--- src/rtl/cpcr_pkg.sv ---
// shared widths, types and helpers for the circle pair collision pipeline
// no dependencies; imported by every module of the block
`timescale 1ns / 1ps

package cpcr_pkg;

    localparam int POS_W   = 24;   // center coordinate
    localparam int RAD_W   = 16;   // radius
    localparam int COEF_W  = 9;    // response coefficient, q1.8
    localparam int S_W     = 17;   // radius sum
    localparam int ROOT_W  = 17;   // integer sqrt of the squared distance
    localparam int D2_W    = 34;   // squared distance, only meaningful on a hit
    localparam int TR_W    = D2_W + 2;
    localparam int RC_W    = RAD_W + COEF_W;          // radius times coefficient
    localparam int F_W     = RC_W + S_W;              // times overlap
    localparam int PROD_W  = F_W + ROOT_W;            // times axis distance
    localparam int DEN0_W  = ROOT_W + S_W;            // dist times radius sum
    localparam int DEN_W   = DEN0_W + COEF_W;         // times 512
    localparam int NUM_W   = PROD_W + 2;              // numerator plus half divisor
    localparam int Q_W     = 18;                      // shift magnitude
    localparam int LANES   = 4;
    localparam int DIF_W   = POS_W + 1;
    localparam int SUM_W   = POS_W + 2;

    localparam logic [COEF_W-1:0] COEF_RESET = 9'd192;
    localparam logic signed [SUM_W-1:0] POS_MAX = 26'sd8388607;
    localparam logic signed [SUM_W-1:0] POS_MIN = -26'sd8388608;

    // lane order inside the divider
    localparam int LANE_AX = 0;
    localparam int LANE_AY = 1;
    localparam int LANE_BX = 2;
    localparam int LANE_BY = 3;

    typedef struct packed {
        logic                    move;
        logic                    hit;
        logic                    sx;
        logic                    sy;
        logic signed [POS_W-1:0] ax;
        logic signed [POS_W-1:0] ay;
        logic signed [POS_W-1:0] bx;
        logic signed [POS_W-1:0] by;
    } t_ctx;

    typedef struct packed {
        t_ctx              ctx;
        logic [S_W-1:0]    s;
        logic [RC_W-1:0]   rbc;
        logic [RC_W-1:0]   rac;
        logic [ROOT_W-1:0] mx;
        logic [ROOT_W-1:0] my;
    } t_side;

    typedef logic [LANES-1:0][NUM_W-1:0] t_num_vec;
    typedef logic [LANES-1:0][Q_W-1:0]   t_q_vec;

    function automatic logic [POS_W-1:0] sat_pos(input logic signed [SUM_W-1:0] v);
        logic [POS_W-1:0] res;
        if (v > POS_MAX) begin
            res = POS_MAX[POS_W-1:0];
        end else if (v < POS_MIN) begin
            res = POS_MIN[POS_W-1:0];
        end else begin
            res = v[POS_W-1:0];
        end
        return res;
    endfunction

endpackage

--- src/rtl/cpcr_isqrt.sv ---
// pipelined integer square root, one result bit per stage
// depends on cpcr_pkg; carries the side data of each item along
`timescale 1ns / 1ps

module cpcr_isqrt import cpcr_pkg::*; (
    input  logic              i_clk,
    input  logic              i_rst_n,
    input  logic              i_vld,
    input  logic [D2_W-1:0]   i_op,
    input  t_side             i_side,
    output logic              o_vld,
    output logic [ROOT_W-1:0] o_root,
    output t_side             o_side
);

    logic [TR_W-1:0]   r_rem  [ROOT_W];
    logic [ROOT_W-1:0] r_root [ROOT_W];
    t_side             r_side [ROOT_W];
    logic              r_vld  [ROOT_W];

    for (genvar j = 0; j < ROOT_W; j++) begin : g_st
        localparam int B = ROOT_W - 1 - j;
        logic [TR_W-1:0]   rem_i;
        logic [TR_W-1:0]   trial;
        logic [ROOT_W-1:0] root_i;
        t_side             side_i;
        logic              vld_i;

        if (j == 0) begin : g_first
            assign rem_i  = TR_W'(i_op);
            assign root_i = '0;
            assign side_i = i_side;
            assign vld_i  = i_vld;
        end else begin : g_next
            assign rem_i  = r_rem[j-1];
            assign root_i = r_root[j-1];
            assign side_i = r_side[j-1];
            assign vld_i  = r_vld[j-1];
        end

        // (root + 2^b)^2 - root^2
        assign trial = (TR_W'(root_i) << (B + 1)) + (TR_W'(1) << (2 * B));

        always_ff @(posedge i_clk) begin
            if (rem_i >= trial) begin
                r_rem[j]  <= rem_i - trial;
                r_root[j] <= root_i | (ROOT_W'(1) << B);
            end else begin
                r_rem[j]  <= rem_i;
                r_root[j] <= root_i;
            end
            r_side[j] <= side_i;
        end

        always_ff @(posedge i_clk) begin
            if (!i_rst_n) begin
                r_vld[j] <= 1'b0;
            end else begin
                r_vld[j] <= vld_i;
            end
        end
    end

    assign o_vld  = r_vld[ROOT_W-1];
    assign o_root = r_root[ROOT_W-1];
    assign o_side = r_side[ROOT_W-1];

endmodule

--- config.mk ---
export PLATFORM = sky130hd
export DESIGN_NAME = cpcr_isqrt
export DESIGN_NICKNAME = d
export VERILOG_FILES = /design/src/rtl/cpcr_pkg.sv /design/src/rtl/cpcr_isqrt.sv
export SDC_FILE = /design/constraint.sdc
export NUM_CORES = 2
export LEC_CHECK = 0
export ABC_AREA = 0
export BUFFER_PORTS_ARGS = -buffer_cell sky130_fd_sc_hd__buf_2
export CORE_UTILIZATION = 52
export DETAILED_ROUTE_END_ITERATION = 10
export PLACE_DENSITY = 0.74
export SLEW_MARGIN = 20
export SYNTH_ARGS = -nofsm -noshare
export SYNTH_HDL_FRONTEND = slang
export SYNTH_MEMORY_MAX_BITS = 65536
export SYNTH_SLANG_ARGS = --single-unit
--- constraint.sdc ---
create_clock -name i_clk -period 3.1 [get_ports i_clk]
set_clock_uncertainty 0.1 [all_clocks]
set_input_delay 0.465 -clock i_clk [delete_from_list [all_inputs] [get_ports i_clk]]
set_output_delay 0.465 -clock i_clk [all_outputs]
set_load 0.005 [all_outputs]
# Word-level counts from Yosys, hierarchy flattened

Memories as Yosys holds them, arrays and structs flattened.
Index checks and enable logic that the tools add are counted.

Flip-flop bits (word level): 0
Memory bits (writable): 4,335
Bits of input ports: 238
Output and inout port bits: 219
Word-level logic and storage cells: 209
Memories kept: 4

Add/sub/neg operators: 33
Order comparisons: 17
Muxes and demuxes: 104
Bitwise gates (word level): 51

Memories:

| memory | depth | bits a word | rd ports | clocked after memory_dff | wr ports | RTL line         | text |
|---|---|---|---|---|---|---|---|
| r_side | 17    | 201         | 17       | 0                        | 17       | cpcr_isqrt.sv:18 | `t_side r_side [ROOT_W];` |
| r_rem  | 17    | 36          | 16       | 0                        | 17       | cpcr_isqrt.sv:16 | `logic [TR_W-1:0] r_rem [ROOT_W];` |
| r_root | 17    | 17          | 17       | 0                        | 17       | cpcr_isqrt.sv:17 | `logic [ROOT_W-1:0] r_root [ROOT_W];` |
| r_vld  | 17    | 1           | 17       | 0                        | 17       | cpcr_isqrt.sv:19 | `logic r_vld [ROOT_W];` |

Operators by type and width:

| operator         | number |
|---|---|
| $mux W36         | 17 |
| $mux W17         | 17 |
| $mux W1          | 70 |
| $or A1 B1 Y1     | 51 |
| $ge A36 B19 Y1   | 1 |
| $ge A36 B20 Y1   | 1 |
| $ge A36 B21 Y1   | 1 |
| $ge A36 B22 Y1   | 1 |
| $ge A36 B23 Y1   | 1 |
| $ge A36 B24 Y1   | 1 |
| $ge A36 B25 Y1   | 1 |
| $ge A36 B26 Y1   | 1 |
| $ge A36 B27 Y1   | 1 |
| $ge A36 B28 Y1   | 1 |
| $ge A36 B29 Y1   | 1 |
| $ge A36 B30 Y1   | 1 |
| $ge A36 B31 Y1   | 1 |
| $ge A36 B32 Y1   | 1 |
| $ge A36 B33 Y1   | 1 |
| $ge A36 B34 Y1   | 1 |
| $sub A36 B19 Y36 | 1 |
| $sub A36 B20 Y36 | 1 |
| $sub A36 B21 Y36 | 1 |
| $sub A36 B22 Y36 | 1 |
| 30 further kinds | 30 |

# Logic depth before layout (Yosys ltp)

An unclocked memory read counts as a cell.

Depth in word-level cells: 6
Mapped depth: 12
Mapped depth without buffers: 11

# Least setup slack after synthesis

No wires, ideal clock.

Path type: reg-to-reg
From: mem r_rem[14][23] in the netlist's numbering
To: mem r_rem[15][29] in the netlist's numbering
Setup time: 134 ps
Arrival: 2,769 ps
Required time: 2,866 ps
Path slack: 97 ps
Stages on the path, launching flop included: 10
Buffers on the path: 0
Period minus slack after synthesis: 3,003 ps
Path through: dfxtp_1 -> or4_1 -> or4_1 -> or3_1 -> or4_4 -> a211oi_4 -> inv_2 -> nand4_2 -> nor4_1 -> xor2_1

RTL lines:

| item               | RTL line |
|---|---|
| start: declaration | cpcr_isqrt.sv:16 |

==> results list <==
- In this run the worst path has a maximum fanout of 6.
- Sequential cells were found to cover 87.2% of the synthesized design area.
- In this run, CTS created clock tree buffers numbering 373.
* Met2 Resource Use GR: 32.6%
* Non-Filler Instances: 9,826
* Nets: between 7k and 8k
* Peak VDD IR: approximately 0.76 mV
- Site Rows: approximately 160
- Summing all flip-flop and latch instances after layout gives 83,300 µm².
- Effective utilization at floorplan: between 50% and 60%
- Number of max-cap violations: 0
- Type of the worst setup path: reg -> reg
- Worst EP required: approximately 3.8 ns
- Startpoint kind of the worst setup timing path: register
- For this run, the detailed router's first-pass iteration total came to 7.
- Horizontal die dimension: 431 µm
- The total area inside the core boundary comes to 182,000 µm².
* Clock tree from TritonCTS: done
- Fin. Hold Viols: 0
- The endpoint identified for the worst register-to-register timing path is r_rem[15][31]$_DFF_P_.
* PortBufs: 456
* Worst stage delay on the critical path: between 0.5 and 0.6 ns
- The tightest min-delay check is of the in -> reg type.
- Top-area cell type share of the netlist area: 87.2%
- Walking the worst path, the cells encountered are or4_4 -> or4_4 -> or3_4 -> or4_4 -> a211oi_4 -> buf_6 -> inv_8 -> nand4_4 -> nor4_2 -> xor2_1.
- Remaining max-slew budget at the tightest pin: between 40% and 50%
- Gr usage total: 17.3%
- Final hold analysis gives a worst-case slack of 0.0859 ns.
* Placed cell count: about 8.9k
- Entering global routing, the biggest net connects 30 pins.
- The H-tree was split into 5 levels.
- RSZ-0062 raised after global routing: true
- YS warnings: 0
* Busiest layer in global routing: met2
- Final ANT Viol Nets: 0
- For hold timing, the worst endpoint is r_rem[0][7]$_DFF_P_.
- Combined buffer and inverter count along the critical path: 2
- Detail-routed via count per cell: ~4.5
* Count of final max-slew check failures: 0
- In the global route stage, met1 resource usage came out at roughly 18%.
- Slew @ Worst Pin: 0.877 ns
- Fraction of final layout cells sized beyond drive strength 1: 15.5%
- In this run the critical register-to-register path is launched from r_rem[14][21]$_DFF_P_.
- Origin of the worst setup path: r_rem[14][21]$_DFF_P_
- Among all cell types in the netlist, the one instantiated most often is sky130_fd_sc_hd__dfxtp_1.
* Post-synthesis async set-or-reset flop share: 0%
- Cells on Worst Hold Path: 2
* Post-Synthesis Cells: 6,064
- Clock sink total: between 4k and 5k
- Fill cells in the final layout number between 10k and 15k.
* Count of flip-flops with a built-in enable after synthesis: 0
- Cell leakage power: 50.6 nW
* Total power draw: 0.112 W
- Setup_tns: 0 ns
- At the end of routability-driven placement, the weighted congestion stood at 0.906.
- Clock root cell: sky130_fd_sc_hd__clkbuf_16
* Number of storage elements in the synthesis netlist: ~4.2k
- After synthesis, the mean cell area works out to ~16 µm².
- Power spread over the standard cell area amounts to 962 nW/µm².
- STA classifies the critical path endpoint as a register.
- After clock tree synthesis, the clock-pin slew on the worst setup and hold paths is 0.07 ns.
- Max Clock Freq: 324 MHz
* Number of buffers between clock root and the deepest sink: 4
- Clock period minus worst slack: between 3 and 4 ns
* Ports: 457
- Multi-input gate area: 11,500 µm²
- Synthesis produced a netlist with a net count of between 6k and 7k.
- Detailed placement finished with a half-perimeter wire length of 81,100 µm.
- Vias in the first global route: 47.4k
- Master of the slowest instance on the critical path: sky130_fd_sc_hd__or4_4
- Worst reg2reg setup slack: between 0.01 and 0.015 ns
- Prevailing post-synth register cell: sky130_fd_sc_hd__dfxtp_1
- Initial antenna violation count: 2
- Total detailed-routing wirelength: around 160,000 µm
- Top cells by instance count after synthesis: sky130_fd_sc_hd__dfxtp_1 (4,162), sky130_fd_sc_hd__inv_1 (212), sky130_fd_sc_hd__nand2_1 (177)
* Post-synthesis to final-layout area growth: 21.8%
- Leading cell types by total area after synthesis: sky130_fd_sc_hd__dfxtp_1 (87%), sky130_fd_sc_hd__ha_1 (2.2%), sky130_fd_sc_hd__xor2_1 (1.1%)
- Wire length of the first global-routing pass: approximately 250,000 µm
- Final setup violating endpoints: 0
* Source-to-sink clock delay at the later pin of the worst-skew pair: 0.91 ns
* Netlist area before placement: between 90,000 and 100,000 µm²
* Total via count in the routed design: 44.2k
- Most area-hungry cell type in the Yosys netlist: sky130_fd_sc_hd__dfxtp_1
* Period utilization: ~100%
* Die Outline Area: 185,000 µm²
- For the worst setup path, the data arrival time is 3.74 ns.
* Wire length per cell: 16.5 µm
- Number of DRC violations after detailed-routing iteration 0: approximately 2.1k
- Gr ovfl total: 0
- The flow ran to the end, and the final reports show no timing, DRC or antenna violations.
- Global-route met3 utilization: 3.57%
* Distinct cells, synth: 77
- Among cell families on the critical path, the largest total delay comes from simple AND/OR/NAND/NOR gates.
- Worst hold path startpoint: i_op[7]
* DRC violations left: 0
* Depth of the worst register-to-register path: 10
- Final Util: 64.1%
- Die extent in y: 431 µm
* Most frequent CP cell: sky130_fd_sc_hd__or4_4
## worst reg2reg max path, delay by kind of cell (launching register included)
kind | cells | cell delay, ns
xor+xnor | 1 | 0.14
simple gates | 6 | 2.00
buf+inv | 2 | 0.22
flops | 1 | 0.31
compound gates | 1 | 0.18
## metal layers
layer	routed length (µm)	vias up
met2	85900	1085
li1	-	21900
met3	6770	442
met5	0	-
met4	6220	0
met1	63500	20700
## power breakdown
| part | total (W) | leakage [nW] | internal, W | switching [W] |
|---|---|---|---|---|
| combinational | 0.00621 | 9.54 | 0.00301 | 0.00320 |
| clock | 0.0455 | 5.99 | 0.0265 | 0.0190 |
| sequential | 0.0602 | 35.1 | 0.0579 | 0.00230 |
| total | 0.112 | 50.6 | 0.0874 | 0.0245 |
## logic make-up (layout without fill, tap and decap cells)
kind of cell,after synthesis,after routing,synth area share [%]
AOI/OAI and AO/OA,447,447,2.86
buffers and inverters,254,1645,1.01
muxes,22,22,0.249
and+or+nand+nor,769,769,4.26
other,1,2,0.00393
xor gates and xnor gates,243,243,2.23
DFF,4162,4162,87.2
adders and majority gates,166,166,2.17
## repair_timing
action / in CTS / in global routing
pin swaps: 6 / 11
setup buffers: 3 / 4
endpoints found under the hold margin: 253 / 0
resized for setup: 22 / 34
hold buffers: 268 / 0
endpoints found under the setup margin: 26 / 74
gates cloned: 1 / 0
## area by class of cell
type	instances	area share, %
clock inverter	103	1.12
clock buffer	541	9.36
tap	2370	2.55
sequential	4162	71.6
antenna	1	0.00215
inverter	213	0.694
multi-input combinational	1648	9.90
timing repair buffer	788	4.75
## how the worst max path moves through the flow
stage,to,slack [ns],cells past startpoint
4_1_cts,r_rem[15][31]$_DFF_P_,-0.07,10
2_1_floorplan,r_rem[15][29]$_DFF_P_,0.1,9
3_3_place_gp,r_rem[15][34]$_DFF_P_,-0.10,9
3_5_place_dp,r_rem[15][34]$_DFF_P_,-0.14,9
6_report,r_rem[15][31]$_DFF_P_,0.01,10
5_1_grt,r_rem[15][31]$_DFF_P_,-0.07,10
## per-stage QoR
stage               setup WS (ns)  cell area, µm²
floorplan                  0.0970           95500
global placement           -0.104          101000
detailed placement         -0.141          101000
CTS                       -0.0685          116000
global route              -0.0737          116000
finish                     0.0135          116000
## flip-flops by register name, indices dropped and copies added, names as in the netlist
name / count
r_side: 3417
r_rem: 575
r_vld: 17
r_root: 153
## placed cells by master (no fill, tap or decap), types with 20 or more instances in the layout
master,count
sky130_fd_sc_hd__nor4_1,75
sky130_fd_sc_hd__nor2_1,139
sky130_fd_sc_hd__clkbuf_16,378
sky130_fd_sc_hd__nand3_1,34
sky130_fd_sc_hd__o21ai_0,132
sky130_fd_sc_hd__and2_1,22
sky130_fd_sc_hd__a21o_1,34
sky130_fd_sc_hd__nand2_1,177
sky130_fd_sc_hd__bufinv_16,26
sky130_fd_sc_hd__dlygate4sd3_1,268
sky130_fd_sc_hd__o31ai_1,20
sky130_fd_sc_hd__inv_1,212
sky130_fd_sc_hd__ha_1,164
sky130_fd_sc_hd__xor2_1,125
sky130_fd_sc_hd__or3_1,26
sky130_fd_sc_hd__o21a_1,29
sky130_fd_sc_hd__nand2b_1,36
sky130_fd_sc_hd__xnor2_1,118
sky130_fd_sc_hd__nor3_1,73
sky130_fd_sc_hd__nand4_1,30
sky130_fd_sc_hd__buf_2,456
sky130_fd_sc_hd__clkbuf_1,81
sky130_fd_sc_hd__clkbuf_8,82
sky130_fd_sc_hd__nor2b_1,23
sky130_fd_sc_hd__a21oi_1,125
sky130_fd_sc_hd__dfxtp_1,4161
sky130_fd_sc_hd__clkinv_2,48
sky130_fd_sc_hd__buf_4,57
Note: power is estimated with default switching activity, not from simulation.
